$ cat src/rtl/uue_pkg.sv
package uue_pkg;

    localparam int UPC_W = 4;

    typedef enum logic [1:0]
    {
        OP_DATA  = 2'd0,
        OP_BEGIN = 2'd1,
        OP_END   = 2'd2
    } opcode_t;

    // What the step puts into the output register
    typedef enum logic [2:0]
    {
        EM_NONE   = 3'd0,
        EM_LEN    = 3'd1,
        EM_GROUP  = 3'd2,
        EM_NL     = 3'd3,
        EM_NLBTNL = 3'd4,
        EM_END    = 3'd5
    } emit_t;

    typedef enum logic [1:0]
    {
        LT_NONE = 2'd0,
        LT_B0   = 2'd1,
        LT_B1   = 2'd2,
        LT_B2   = 2'd3
    } latch_t;

    typedef enum logic [2:0]
    {
        J_NEXT     = 3'd0,
        J_ALWAYS   = 3'd1,
        J_MORE     = 3'd2,  // jump while bytes remain in the line
        J_OPEN     = 3'd3,  // jump if begin was seen, else back to idle
        J_DISPATCH = 3'd4   // idle: decode the incoming item
    } jcond_t;

    typedef struct packed
    {
        emit_t              emit;
        latch_t             latch;
        logic               pos_clr;
        jcond_t             jcond;
        logic [UPC_W-1:0]   target;
        logic               clr_fill;
        logic               clr_open;
        logic               store_hold;
    } ucw_t;

    localparam logic [UPC_W-1:0] UPC_IDLE   = 4'd0;
    localparam logic [UPC_W-1:0] UPC_D_LEN  = 4'd1;
    localparam logic [UPC_W-1:0] UPC_D_B0   = 4'd2;
    localparam logic [UPC_W-1:0] UPC_D_B1   = 4'd3;
    localparam logic [UPC_W-1:0] UPC_D_B2   = 4'd4;
    localparam logic [UPC_W-1:0] UPC_D_GRP  = 4'd5;
    localparam logic [UPC_W-1:0] UPC_D_NL   = 4'd6;
    localparam logic [UPC_W-1:0] UPC_E_LEN  = 4'd7;
    localparam logic [UPC_W-1:0] UPC_E_B0   = 4'd8;
    localparam logic [UPC_W-1:0] UPC_E_B1   = 4'd9;
    localparam logic [UPC_W-1:0] UPC_E_B2   = 4'd10;
    localparam logic [UPC_W-1:0] UPC_E_GRP  = 4'd11;
    localparam logic [UPC_W-1:0] UPC_E_TERM = 4'd12;
    localparam logic [UPC_W-1:0] UPC_END    = 4'd13;

    localparam logic [6:0] CH_NL   = 7'h0A;
    localparam logic [6:0] CH_BT   = 7'h60;
    localparam logic [6:0] CH_E    = 7'h65;
    localparam logic [6:0] CH_N    = 7'h6E;
    localparam logic [6:0] CH_D    = 7'h64;
    localparam logic [6:0] CH_ZERO = 7'h00;

    localparam logic [2:0] CNT_1 = 3'd1;
    localparam logic [2:0] CNT_3 = 3'd3;
    localparam logic [2:0] CNT_4 = 3'd4;

    function automatic logic [6:0] six_to_char(input logic [5:0] v);
        return (v == 6'd0) ? CH_BT : ({1'b0, v} + 7'h20);
    endfunction

    // Microcode: one control word per step
    function automatic ucw_t ucode_rom(input logic [UPC_W-1:0] addr);
        ucw_t w;
        w.emit       = EM_NONE;
        w.latch      = LT_NONE;
        w.pos_clr    = 1'b0;
        w.jcond      = J_NEXT;
        w.target     = UPC_IDLE;
        w.clr_fill   = 1'b0;
        w.clr_open   = 1'b0;
        w.store_hold = 1'b0;
        case (addr)
            UPC_IDLE:
            begin
                w.jcond = J_DISPATCH;
            end
            UPC_D_LEN, UPC_E_LEN:
            begin
                w.emit    = EM_LEN;
                w.pos_clr = 1'b1;
            end
            UPC_D_B0, UPC_E_B0:
            begin
                w.latch = LT_B0;
            end
            UPC_D_B1, UPC_E_B1:
            begin
                w.latch = LT_B1;
            end
            UPC_D_B2, UPC_E_B2:
            begin
                w.latch = LT_B2;
            end
            UPC_D_GRP:
            begin
                w.emit   = EM_GROUP;
                w.jcond  = J_MORE;
                w.target = UPC_D_B0;
            end
            UPC_E_GRP:
            begin
                w.emit   = EM_GROUP;
                w.jcond  = J_MORE;
                w.target = UPC_E_B0;
            end
            UPC_D_NL:
            begin
                w.emit       = EM_NL;
                w.jcond      = J_ALWAYS;
                w.target     = UPC_IDLE;
                w.store_hold = 1'b1;
            end
            UPC_E_TERM:
            begin
                w.emit     = EM_NLBTNL;
                w.jcond    = J_OPEN;
                w.target   = UPC_END;
                w.clr_fill = 1'b1;
            end
            UPC_END:
            begin
                w.emit     = EM_END;
                w.jcond    = J_ALWAYS;
                w.target   = UPC_IDLE;
                w.clr_open = 1'b1;
            end
            default:
            begin
                w.jcond  = J_ALWAYS;
                w.target = UPC_IDLE;
            end
        endcase
        return w;
    endfunction

endpackage

$ cat src/rtl/uuencode_line_encoder_core.sv
// uuencode line encoder.
// Input channel s_*: s_tuser carries the opcode (data, begin, end), s_tdata the byte.
// Output channel m_*: each item holds up to four ASCII characters and a count;
// m_tlast marks the final item caused by one input item.
// Data bytes into a non-full line are taken one per cycle and give no output.
// A byte that finds the line full starts a flush run by a small microcode
// sequencer: length item, then per group of three bytes three read steps of the
// line buffer (one byte each over its single read port) plus one emit step,
// then a newline item; the byte is stored in the newline step. s_tready
// returns when the run ends. An end item on a non-empty line runs a flush of
// the same form, ending in a newline, backtick, newline item, then the end text
// when begin was seen.
// s_tready is high only while the sequencer is idle.
// If the receiver stalls, the output register holds its item and the sequencer
// waits on the emitting step; an item appears in the cycle after its step.
// Reset empties the line, clears the begin flag and drops m_tvalid; the line
// buffer contents are not cleared.
module uuencode_line_encoder_core #(
    parameter int LINE_BYTES = 45
) (
    input  logic        clk,
    input  logic        rst_n,
    input  logic        s_tvalid,
    output logic        s_tready,
    input  logic [7:0]  s_tdata,   // data_byte[7:0]
    input  logic [1:0]  s_tuser,   // opcode[1:0]
    output logic        m_tvalid,
    input  logic        m_tready,
    // char_a[6:0], char_b[13:7], char_c[20:14], char_d[27:21], char_count[30:28], 0
    output logic [31:0] m_tdata,
    output logic        m_tlast
);

    import uue_pkg::*;

    localparam int AW = (LINE_BYTES > 1) ? $clog2(LINE_BYTES) : 1;
    localparam int FW = $clog2(LINE_BYTES + 1);
    localparam int PW = $clog2(LINE_BYTES + 3);
    localparam logic [FW-1:0] FULL_CNT = FW'(LINE_BYTES);
    localparam logic [PW-1:0] LAST_POS = PW'(LINE_BYTES);

    logic [7:0] line_mem [0:LINE_BYTES-1];

    logic [UPC_W-1:0] upc_reg, upc_next;
    logic [FW-1:0]    fill_reg, fill_next;
    logic             open_reg, open_next;
    logic [PW-1:0]    pos_reg, pos_next;
    logic [7:0]       hold_reg, hold_next;
    logic [7:0]       b0_reg, b0_next;
    logic [7:0]       b1_reg, b1_next;
    logic [7:0]       b2_reg, b2_next;
    logic [7:0]       rdata_reg;
    logic             ovalid_reg, ovalid_next;
    logic [31:0]      odata_reg, odata_next;
    logic             olast_reg, olast_next;

    ucw_t             cw;
    logic             in_fire;
    logic             advance;
    logic             more;
    logic             we;
    logic [AW-1:0]    waddr;
    logic [7:0]       wdata;
    logic [AW-1:0]    raddr;
    logic [7:0]       lbyte;
    logic [6:0]       ca, cb, cc, cd;
    logic [2:0]       ccnt;
    logic             clast;

    assign cw       = ucode_rom(upc_reg);
    assign s_tready = (upc_reg == UPC_IDLE);
    assign in_fire  = s_tvalid && s_tready;
    assign advance  = !((cw.emit != EM_NONE) && ovalid_reg && !m_tready);
    assign more     = (pos_reg < PW'(fill_reg));
    // bytes past the fill level read as zero padding
    assign lbyte    = more ? rdata_reg : 8'd0;

    assign m_tvalid = ovalid_reg;
    assign m_tdata  = odata_reg;
    assign m_tlast  = olast_reg;

    // read address follows the next position so rdata_reg matches pos_reg
    assign raddr = (pos_next < LAST_POS) ? pos_next[AW-1:0] : '0;

    always_comb
    begin
        ca    = CH_ZERO;
        cb    = CH_ZERO;
        cc    = CH_ZERO;
        cd    = CH_ZERO;
        ccnt  = CNT_1;
        clast = 1'b0;
        case (cw.emit)
            EM_LEN:
            begin
                ca = six_to_char(6'(fill_reg));
            end
            EM_GROUP:
            begin
                ca   = six_to_char(b0_reg[7:2]);
                cb   = six_to_char({b0_reg[1:0], b1_reg[7:4]});
                cc   = six_to_char({b1_reg[3:0], b2_reg[7:6]});
                cd   = six_to_char(b2_reg[5:0]);
                ccnt = CNT_4;
            end
            EM_NL:
            begin
                ca    = CH_NL;
                clast = 1'b1;
            end
            EM_NLBTNL:
            begin
                ca    = CH_NL;
                cb    = CH_BT;
                cc    = CH_NL;
                ccnt  = CNT_3;
                clast = !open_reg;
            end
            EM_END:
            begin
                ca    = CH_E;
                cb    = CH_N;
                cc    = CH_D;
                cd    = CH_NL;
                ccnt  = CNT_4;
                clast = 1'b1;
            end
            default:
            begin
                clast = 1'b0;
            end
        endcase
    end

    always_comb
    begin
        upc_next    = upc_reg;
        fill_next   = fill_reg;
        open_next   = open_reg;
        pos_next    = pos_reg;
        hold_next   = hold_reg;
        b0_next     = b0_reg;
        b1_next     = b1_reg;
        b2_next     = b2_reg;
        ovalid_next = ovalid_reg && !m_tready;
        odata_next  = odata_reg;
        olast_next  = olast_reg;
        we          = 1'b0;
        waddr       = fill_reg[AW-1:0];
        wdata       = s_tdata;

        if (advance)
        begin
            if (cw.emit != EM_NONE)
            begin
                ovalid_next = 1'b1;
                odata_next  = {1'b0, ccnt, cd, cc, cb, ca};
                olast_next  = clast;
            end

            if (cw.pos_clr)
            begin
                pos_next = '0;
            end
            else if (cw.latch != LT_NONE)
            begin
                pos_next = pos_reg + 1'b1;
            end

            case (cw.latch)
                LT_B0:   b0_next = lbyte;
                LT_B1:   b1_next = lbyte;
                LT_B2:   b2_next = lbyte;
                default: b0_next = b0_reg;
            endcase

            if (cw.clr_fill)
            begin
                fill_next = '0;
            end
            if (cw.clr_open)
            begin
                open_next = 1'b0;
            end
            if (cw.store_hold)
            begin
                we        = 1'b1;
                waddr     = '0;
                wdata     = hold_reg;
                fill_next = FW'(1);
            end

            case (cw.jcond)
                J_NEXT:   upc_next = upc_reg + 1'b1;
                J_ALWAYS: upc_next = cw.target;
                J_MORE:   upc_next = more ? cw.target : upc_reg + 1'b1;
                J_OPEN:   upc_next = open_reg ? cw.target : UPC_IDLE;
                J_DISPATCH:
                begin
                    if (in_fire)
                    begin
                        case (s_tuser)
                            OP_DATA:
                            begin
                                if (fill_reg >= FULL_CNT)
                                begin
                                    hold_next = s_tdata;
                                    upc_next  = UPC_D_LEN;
                                end
                                else
                                begin
                                    we        = 1'b1;
                                    fill_next = fill_reg + 1'b1;
                                end
                            end
                            OP_BEGIN:
                            begin
                                open_next = 1'b1;
                            end
                            OP_END:
                            begin
                                if (fill_reg != '0)
                                begin
                                    upc_next = UPC_E_LEN;
                                end
                                else if (open_reg)
                                begin
                                    upc_next = UPC_END;
                                end
                            end
                            default:
                            begin
                                upc_next = UPC_IDLE;
                            end
                        endcase
                    end
                end
                default:  upc_next = UPC_IDLE;
            endcase
        end
    end

    always_ff @(posedge clk or negedge rst_n)
    begin
        if (!rst_n)
        begin
            upc_reg    <= UPC_IDLE;
            fill_reg   <= '0;
            open_reg   <= 1'b0;
            pos_reg    <= '0;
            ovalid_reg <= 1'b0;
        end
        else
        begin
            upc_reg    <= upc_next;
            fill_reg   <= fill_next;
            open_reg   <= open_next;
            pos_reg    <= pos_next;
            ovalid_reg <= ovalid_next;
        end
    end

    always_ff @(posedge clk)
    begin
        hold_reg  <= hold_next;
        b0_reg    <= b0_next;
        b1_reg    <= b1_next;
        b2_reg    <= b2_next;
        odata_reg <= odata_next;
        olast_reg <= olast_next;
    end

    always_ff @(posedge clk)
    begin
        if (we)
        begin
            line_mem[waddr] <= wdata;
        end
        rdata_reg <= line_mem[raddr];
    end

endmodule

$ cat config.mk
export PLATFORM = sky130hd
export DESIGN_NAME = uuencode_line_encoder_core
export DESIGN_NICKNAME = d
export VERILOG_FILES = /design/src/rtl/uue_pkg.sv /design/src/rtl/uuencode_line_encoder_core.sv
export SDC_FILE = /design/constraint.sdc
export NUM_CORES = 1
export LEC_CHECK = 0
export BUFFER_PORTS_ARGS = -buffer_cell sky130_fd_sc_hd__buf_2
export CORE_MARGIN = 4
export CORE_UTILIZATION = 56
export CTS_CLUSTER_DIAMETER = 120
export DETAILED_ROUTE_END_ITERATION = 6
export HOLD_SLACK_MARGIN = 0.05
export PLACE_DENSITY = 0.73
export SKIP_CTS_REPAIR_TIMING = 1
export SKIP_LAST_GASP = 1
export SLEW_MARGIN = 30
export SYNTH_ARGS = -nofsm -noshare
export SYNTH_HDL_FRONTEND = slang
export SYNTH_SLANG_ARGS = --single-unit
export TNS_END_PERCENT = 50
$ cat constraint.sdc
create_clock -name clk -period 9.1 [get_ports clk]
set_input_delay 1.82 -clock clk [delete_from_list [all_inputs] [get_ports clk]]
set_output_delay 1.82 -clock clk [all_outputs]
set_load 0.005 [all_outputs]
==> results of run 1 <==
[cell families (layout without fill, tap and decap cells)]
logic type      Yosys count  in the layout  share of synthesized area (%)
other cells               1              1                         0.0198
xor+xnor                  1              1                         0.0462
mux                      83             83                           4.48
simple gates            401            401                           10.0
flops                   450            450                           70.3
fa+ha+maj                13             13                          0.857
buf+inv                 103            171                           2.64
compound gates          308            308                           11.6
[metal layers]
layer	share of wire [%]	GRT usage (%)	wire, um
met1	40	34.9	18300
met2	47	40.1	21400
met3	9.8	4.78	4480
met4	3.7	8.20	1710
met5	0	0	0
[where the power goes]
part / switching, mW / internal [mW] / total, mW
clock: 0.752 / 1.04 / 1.79
sequential: 0.117 / 2.54 / 2.66
combinational: 2.45 / 1.22 / 3.67
[stage by stage]
step / hold slack, ns / total power, mW / cell area [um2]
floorplan: 0.519 / 5.28 / 19000
global route: 0.564 / 8.50 / 21100
finish: 0.549 / 8.12 / 21100
global placement: 0.533 / 6.21 / 19600
CTS: 0.548 / 8.06 / 21000
detailed placement: 0.534 / 6.27 / 19600
[critical path, cell delays in order]
cell and delay, ns:
sky130_fd_sc_hd__buf_2 0.11, sky130_fd_sc_hd__nor2b_1 0.35, sky130_fd_sc_hd__o2111a_2 0.66, sky130_fd_sc_hd__nor4_2 0.14
sky130_fd_sc_hd__nor3_4 0.14, sky130_fd_sc_hd__buf_4 0.60, sky130_fd_sc_hd__inv_2 0.46, sky130_fd_sc_hd__nand2_1 0.40
sky130_fd_sc_hd__nor3_1 0.25, sky130_fd_sc_hd__a22oi_1 0.32, sky130_fd_sc_hd__o221ai_1 0.16, sky130_fd_sc_hd__or4b_1 0.60
sky130_fd_sc_hd__nand3_1 0.12
[final cells by class]
type | instances | area share, %
tap | 448 | 2.66
timing repair buffer | 68 | 1.90
sequential | 450 | 63.3
clock inverter | 24 | 1.10
inverter | 24 | 0.427
clock buffer | 55 | 5.62
multi-input combinational | 807 | 25.0
[cell usage after synthesis, drive strengths merged, types with 8 or more instances]
cell type,number,share of area (%)
o211ai,10,0.40
nand2,132,2.7
edfxtp,424,67
a32oi,9,0.55
o22ai,26,0.86
a221oi,16,0.74
a211oi,33,1.3
mux2i,67,3.5
and3,8,0.26
a221o,10,0.53
and2,19,0.63
ha,13,0.86
o21ai,58,1.5
mux2,16,0.95
nor2,104,2.1
nor2b,9,0.30
o31ai,12,0.50
dfrtp,18,2.4
a21oi,58,1.5
o32ai,9,0.46
buf,40,1.4
a21o,11,0.44
clkbuf,39,0.77
nor4,9,0.33
nand3,63,1.7
nor3,29,0.84
dfxtp,8,0.84
inv,23,0.46
[worst paths after layout]
path	startpoint	endpoint	slack, ns	cells past startpoint
min in group asynchronous	rst_n	pos_reg[1]	1.23	1
max in group asynchronous	rst_n	fill_reg[3]	7.54	1
setup / recovery	m_tready	rdata_reg[0]	3.43	13
setup reg to reg	upc_reg[0]	rdata_reg[3]	3.51	14
hold reg to reg	b0_reg[0]	m_tdata[11]	0.55	1
hold / removal	b0_reg[0]	m_tdata[11]	0.55	1
==> impl_summary.txt, run 1 <==
----------------------------------------------------
[Run status]
  Status ... complete, no violations

[Clock network]
  Buffer depth of the longest clock path ... 3
  Clk slew on worst S/H paths ... 0.06 ns
  Clock tree root driver cell ... sky130_fd_sc_hd__clkbuf_16
  Number of sinks handled by clock tree synthesis ... 450
  Latest clock arrival within the worst-skew pair ... 0.55 ns
  TritonCTS clock tree ... done
  CTS H-tree lvls ... 2
  Total CTS buffers ... 45

[Setup path]
  Kind of end point of the critical path ... flop
  Startpoint class of the critical path ... primary input
  Arrival time at the worst endpoint ... 6.16 ns
  Biggest fanout along the worst timing path ... 49
  Critical path class ... in2reg
  Critical Path RT ... 9.59 ns

[Global routing]
  Number of antenna violations at the first check in global routing ... 0
  Overall track demand over capacity in global routing ... 25.0%
  Via count of the first global-routing pass ... 11400
  Largest net degree at the start of global routing ... 54
  Final global-route overflow total ... 0
  Global-route wire length before repair ... 69.6 mm

[Worst hold path]
  Hold WC Path Type ... reg2reg

[Final layout]
  Fill cell count ... 2460
  Flip-flop count of the largest register, all copies and words added ... 360
  Final antenna diode count ... 0
  Sequential Area ... 13300 um2
  Final cell count without fillers ... 1876
  Commonest cells after routing, fill and taps aside ... sky130_fd_sc_hd__edfxtp_1 (424), sky130_fd_sc_hd__nand2_1 (130), sky130_fd_sc_hd__nor2_1 (98), sky130_fd_sc_hd__mux2i_1 (67), sky130_fd_sc_hd__nand3_1 (63)
  Nets ... 1423
  Proportion of layout cells with a drive suffix above 1 ... 13.2%
  Area growth from synthesis to layout ... 11.1%
  Most flop-heavy register ... line_mem
  Multi-input logic area ... 5270 um2
  Most common cell after layout, fill and taps aside ... sky130_fd_sc_hd__edfxtp_1
  Final cell utilization of the core ... 63.0%

[Job]
  Maximum Capacitance Violations ... 0

[Synth]
  Post-synthesis net count ... 1387
  Number of flip-flops and latches in the synthesized netlist ... 450
  Top_reg_cell synth ... sky130_fd_sc_hd__edfxtp_1
  Post-synthesis cell type count ... 83
  EDFF count, synth ... 424
  Synth warn ... 0
  Gate Count Post-Synth ... 1360
  Sequential fraction of the synthesis area ... 70.3%
  Area of the mapped netlist ... 19000 um2
  Post-Synthesis Mean Instance Area ... 13.9 um2
  FFs w/ async S/R, synth ... 4.00%

[Route]
  WL per Instance ... 24.5 um
  Overall via count from detail_route ... 12000
  Total wirelength of the detailed-routed design ... 45.9 mm
  Number of detailed-route iterations in the first pass ... 6
  DRC violations left ... 0
  ANT nets after route ... 0
  Mean number of vias per cell ... 6.40
  Number of DRC markers in iteration 0 ... 1549

[Floorplanning]
  Number of placed I/O pins ... 49
  Overall die area ... 36900 um2
  Effective utilization at floorplan ... 56.7%
  Count of standard-cell rows ... 67
  Die boundary width ... 192 um
  Die Ht ... 192 um
  Area inside the core boundary ... 33400 um2

[Timing]
  Final Cycle Share ... 62.3%
  Setup TNS after final layout ... 0 ns
  Max_slew headroom ... 30.8%
  Worst clock skew on the final layout ... 0.0114 ns
  Worst-case setup margin in the final layout ... 3.43 ns
  Count of endpoints failing setup in the final report ... 0
  Max Clk Rate ... 176 MHz
  Fin. Hold Viols ... 0
  Number of pins exceeding their max-slew limit in the final report ... 0
  Worst Tran Pin Value ... 1.03 ns
  Minimum clock period ... 5.67 ns
  Unrepaired setup endpoints after global routing ... false

[Power]
  Pleak ... 7.21 nW
  Power Density ... 385 nW/um2
  Peak VDD IR ... 0.000312 V

[Placement]
  Setup slack at placement ... 2.98 ns
  IO buf count ... 47
  Final weighted congestion of routability-driven global placement ... 0.906
  Placed Cells incl. Taps ... 1796
  Half-perimeter wire length after placement ... 28.7 mm

----------------------------------------------------
Power figures use the tool's default switching activity.
==> run 2, diff against run 1 <==
--- a/config.mk
+++ b/config.mk
@@ -5,13 +5,14 @@
 export SDC_FILE = /design/constraint.sdc
 export NUM_CORES = 1
 export LEC_CHECK = 0
+export ABC_AREA = 1
 export BUFFER_PORTS_ARGS = -buffer_cell sky130_fd_sc_hd__buf_2
 export CORE_MARGIN = 4
 export CORE_UTILIZATION = 56
 export CTS_CLUSTER_DIAMETER = 120
 export DETAILED_ROUTE_END_ITERATION = 6
 export HOLD_SLACK_MARGIN = 0.05
-export PLACE_DENSITY = 0.73
+export PLACE_DENSITY = 0.75
 export SKIP_CTS_REPAIR_TIMING = 1
 export SKIP_LAST_GASP = 1
 export SLEW_MARGIN = 30
==> constraint.sdc (replaced) <==
create_clock -name clk -period 4.6 [get_ports clk]
set_input_delay 0.92 -clock clk [delete_from_list [all_inputs] [get_ports clk]]
set_output_delay 0.92 -clock clk [all_outputs]
set_load 0.005 [all_outputs]
==> impl_summary.txt, run 2 <==
----------------------------------------------------
[Floorplanning]
  Number of placed I/O pins ... 49 (unchanged)
  Area inside the core boundary ... 34700 um2 (was 33400 um2)
  Overall die area ... 38500 um2 (was 36900 um2)
  Die Ht ... 196 um (was 192 um)
  Die boundary width ... 196 um (was 192 um)
  Effective utilization at floorplan ... 57.2% (was 56.7%)
  Count of standard-cell rows ... 68 (was 67)

[Setup path]
  Capturing point of the worst reg2reg path ... rdata_reg[2] (was rdata_reg[3])
  Biggest fanout along the worst timing path ... 88 (was 49)
  Most common cell on crit path ... sky130_fd_sc_hd__nand2_1
  Worst reg2reg path startpoint ... upc_reg[0] (unchanged)
  Arrival time at the worst endpoint ... 4.70 ns (was 6.16 ns)
  Critical path depth in cells ... 22 (was 13)
  Critical path class ... reg2reg (was in2reg)
  Startpoint class of the critical path ... flop (was primary input)
  Slowest CP cell ... sky130_fd_sc_hd__buf_4 (was sky130_fd_sc_hd__o2111a_2)
  R2R setup slack ... 0.40 ns (was 3.51 ns)
  Crit path largest cell delay ... 0.74 ns (was 0.66 ns)
  Critical Path RT ... 5.09 ns (was 9.59 ns)
  Buffer and inverter count on the worst path ... 3 (unchanged)
  Reg2Reg Depth ... 22 (was 14)
  Crit path capture ... rdata_reg[2] (was rdata_reg[0])
  Cell class contributing the biggest share of worst-path delay ... simple AND/OR/NAND/NOR gates (unchanged)
  Ordered list of cells on the worst path ... inv_1, ha_1, nand3_1, nand2_1, nor2_1, nand2_2, nand2_4, inv_2, nand2_1, nand2_2, nor2_2, nand2_1, nand2_2, nand2_4, nand2_4, buf_4, o21ai_0, o211ai_1, nand3_1, nand2_1, nand2_1, nand2_1 (was buf_2, nor2b_1, o2111a_2, nor4_2, nor3_4, buf_4, inv_2, nand2_1, nor3_1, a22oi_1, o221ai_1, or4b_1, nand3_1)
  Kind of end point of the critical path ... flop (unchanged)
  Startpoint of the worst setup timing path ... upc_reg[0] (was m_tready)

[Final layout]
  Final cell utilization of the core ... 63.2% (was 63.0%)
  Finished Cell Area ... 21900 um2 (was 21100 um2)
  Most flop-heavy register ... line_mem (unchanged)
  Final cell count without fillers ... 2269 (was 1876)
  Final antenna diode count ... 0 (unchanged)
  Area growth from synthesis to layout ... 10.5% (was 11.1%)
  Most common cell after layout, fill and taps aside ... sky130_fd_sc_hd__edfxtp_1 (unchanged)
  Proportion of layout cells with a drive suffix above 1 ... 13.5% (was 13.2%)
  Nets ... 1807 (was 1423)
  Flip-flop count of the largest register, all copies and words added ... 360 (unchanged)
  Commonest cells after routing, fill and taps aside ... sky130_fd_sc_hd__edfxtp_1 (424), sky130_fd_sc_hd__nand3_1 (278), sky130_fd_sc_hd__nand2_1 (195), sky130_fd_sc_hd__nor2_1 (183), sky130_fd_sc_hd__inv_1 (163) (was sky130_fd_sc_hd__edfxtp_1 (424), sky130_fd_sc_hd__nand2_1 (130), sky130_fd_sc_hd__nor2_1 (98), sky130_fd_sc_hd__mux2i_1 (67), sky130_fd_sc_hd__nand3_1 (63))

[Timing]
  Unrepaired setup endpoints after global routing ... false (unchanged)
  Worst clock skew on the final layout ... 0.0205 ns (was 0.0114 ns)
  Count of endpoints failing setup in the final report ... 0 (unchanged)
  Final hold slack ... 0.322 ns (was 0.549 ns)
  Max Clk Rate ... 238 MHz
  Worst Tran Pin Value ... 0.973 ns (was 1.03 ns)
  Number of pins exceeding their max-slew limit in the final report ... 0 (unchanged)
  Worst-case setup margin in the final layout ... 0.397 ns (was 3.43 ns)
  Minimum clock period ... 4.20 ns
  Fin. Hold Viols ... 0 (unchanged)
  Setup TNS after final layout ... 0 ns (unchanged)
  Final Cycle Share ... 91.4%
  Max_slew headroom ... 35.1% (was 30.8%)

[Power]
  Final Total Pwr ... 16.9 mW (was 8.12 mW)
  Power Density ... 770 nW/um2 (was 385 nW/um2)
  Pleak ... 8.29 nW (was 7.21 nW)
  Peak VDD IR ... 0.000506 V (was 0.000312 V)

[Synth]
  FFs w/ async S/R, synth ... 4.00% (unchanged)
  EDFF count, synth ... 424 (unchanged)
  Largest area contributor in the netlist ... sky130_fd_sc_hd__edfxtp_1 (unchanged)
  Post-synthesis cell type count ... 45 (was 83)
  Post-synthesis net count ... 1769 (was 1387)
  Sequential fraction of the synthesis area ... 67.2% (was 70.3%)
  Post-Synthesis Mean Instance Area ... 11.4 um2 (was 13.9 um2)
  Gate Count Post-Synth ... 1742 (was 1360)
  Most used standard cell by instance count after synthesis ... sky130_fd_sc_hd__edfxtp_1 (unchanged)
  Most frequent cells after synthesis ... sky130_fd_sc_hd__edfxtp_1 (424), sky130_fd_sc_hd__nand3_1 (279), sky130_fd_sc_hd__nand2_1 (203) (was sky130_fd_sc_hd__edfxtp_1 (424), sky130_fd_sc_hd__nand2_1 (130), sky130_fd_sc_hd__nor2_1 (101))
  Share of the synthesized area in the top cell type ... 64.2% (was 67.1%)
  Dominant cells by area after synthesis ... sky130_fd_sc_hd__edfxtp_1 (64%), sky130_fd_sc_hd__nand3_1 (7.0%), sky130_fd_sc_hd__nand2_1 (3.8%), sky130_fd_sc_hd__nor2_1 (3.5%), sky130_fd_sc_hd__inv_1 (3.1%) (was sky130_fd_sc_hd__edfxtp_1 (67%), sky130_fd_sc_hd__mux2i_1 (3.5%), sky130_fd_sc_hd__nand2_1 (2.6%), sky130_fd_sc_hd__dfrtp_1 (2.4%), sky130_fd_sc_hd__nor2_1 (2.0%))
  Synth warn ... 0 (unchanged)
  Number of flip-flops and latches in the synthesized netlist ... 450 (unchanged)
  Top_reg_cell synth ... sky130_fd_sc_hd__edfxtp_1 (unchanged)
  Area of the mapped netlist ... 19800 um2 (was 19000 um2)

[Run status]
  Status ... finished with violations (was complete, no violations)
  Violated checks ... design-rule violations

[Clock network]
  Total CTS buffers ... 46 (was 45)
  Clk slew on worst S/H paths ... 0.07 ns (was 0.06 ns)
  TritonCTS clock tree ... done (unchanged)
  Clock tree root driver cell ... sky130_fd_sc_hd__clkbuf_16 (unchanged)
  CTS H-tree lvls ... 2 (unchanged)
  Number of sinks handled by clock tree synthesis ... 450 (unchanged)
  Latest clock arrival within the worst-skew pair ... 0.55 ns (about the same)
  Buffer depth of the longest clock path ... 3 (unchanged)

[Route]
  DRC violations left ... 2 (was 0)
  Met3 layer wire length in the routed design ... 4.67 mm (was 4.48 mm)
  Mean number of vias per cell ... 5.94 (was 6.40)
  Routed length on met1 ... 19.1 mm (was 18.3 mm)
  WL per Instance ... 21.5 um (was 24.5 um)
  Met2 Wirelength ... 23.8 mm (was 21.4 mm)
  ANT nets after route ... 0 (unchanged)
  Number of DRC markers in iteration 0 ... 1423 (was 1549)
  Uppermost metal layer occupied by signal nets ... met4 (unchanged)
  Total wirelength of the detailed-routed design ... 48.8 mm (was 45.9 mm)
  Number of detailed-route iterations in the first pass ... 7 (was 6)
  Overall via count from detail_route ... 13500 (was 12000)

[Global routing]
  Number of antenna violations at the first check in global routing ... 0 (unchanged)
  Largest net degree at the start of global routing ... 91 (was 54)
  Global-route wire length before repair ... 75.4 mm (was 69.6 mm)
  Final global-route overflow total ... 0 (unchanged)
  Overall track demand over capacity in global routing ... 25.2% (was 25.0%)
  Via count of the first global-routing pass ... 13100 (was 11400)

[Placement]
  Final weighted congestion of routability-driven global placement ... 0.897 (was 0.906)
  Dpl cell area ... 20500 um2 (was 19600 um2)
  Half-perimeter wire length after placement ... 30.1 mm (was 28.7 mm)
  Setup slack at placement ... 0.528 ns (was 2.98 ns)
  Placed Cells incl. Taps ... 2187 (was 1796)
  IO buf count ... 47 (unchanged)

[Worst hold path]
  Hold WC Path Type ... in2async (was reg2reg)

[Job]
  Maximum Capacitance Violations ... 0 (unchanged)

----------------------------------------------------
[run 2: kinds of logic (layout without fill, tap and decap cells)]
kind of cell | after synthesis | count (layout) | synth area share [%]
simple gates | 844 | 844 | 20.6
flops | 450 | 450 | 67.2
buf+inv | 267 | 339 | 6.12
compound gates | 163 | 163 | 5.03
fa+ha+maj | 13 | 13 | 0.820
xor+xnor | 4 | 4 | 0.177
other cells | 1 | 1 | 0.0189
[run 2: where the power goes]
group | total [mW] | switching, mW | internal, mW
logic | 8.03 | 5.64 | 2.39
registers | 5.21 | 0.202 | 5.01
clock network | 3.64 | 1.51 | 2.13
[run 2: layout make-up]
class,count,area (um2)
timing repair buffer,81,541
inverter,176,663
clock inverter,25,236
sequential,450,13300
fill,2677,12800
clock buffer,57,1230
tap,455,569
multi-input combinational,1025,5340
[run 2: worst min-delay path by stage]
stage	cells after the start	to	start	slack, ns
2_1_floorplan	2	open_reg	open_reg	0.48
4_1_cts	1	fill_reg[5]	rst_n	0.33
3_5_place_dp	2	open_reg	open_reg	0.52
6_report	1	fill_reg[5]	rst_n	0.32
5_1_grt	1	fill_reg[5]	rst_n	0.36
3_3_place_gp	2	open_reg	open_reg	0.50
[run 2: layer usage]
layer,track usage (%),vias up
li1,-,6202
met2,42.1,689
met1,34.1,6508
met3,4.89,87
met5,0,-
met4,7.06,0
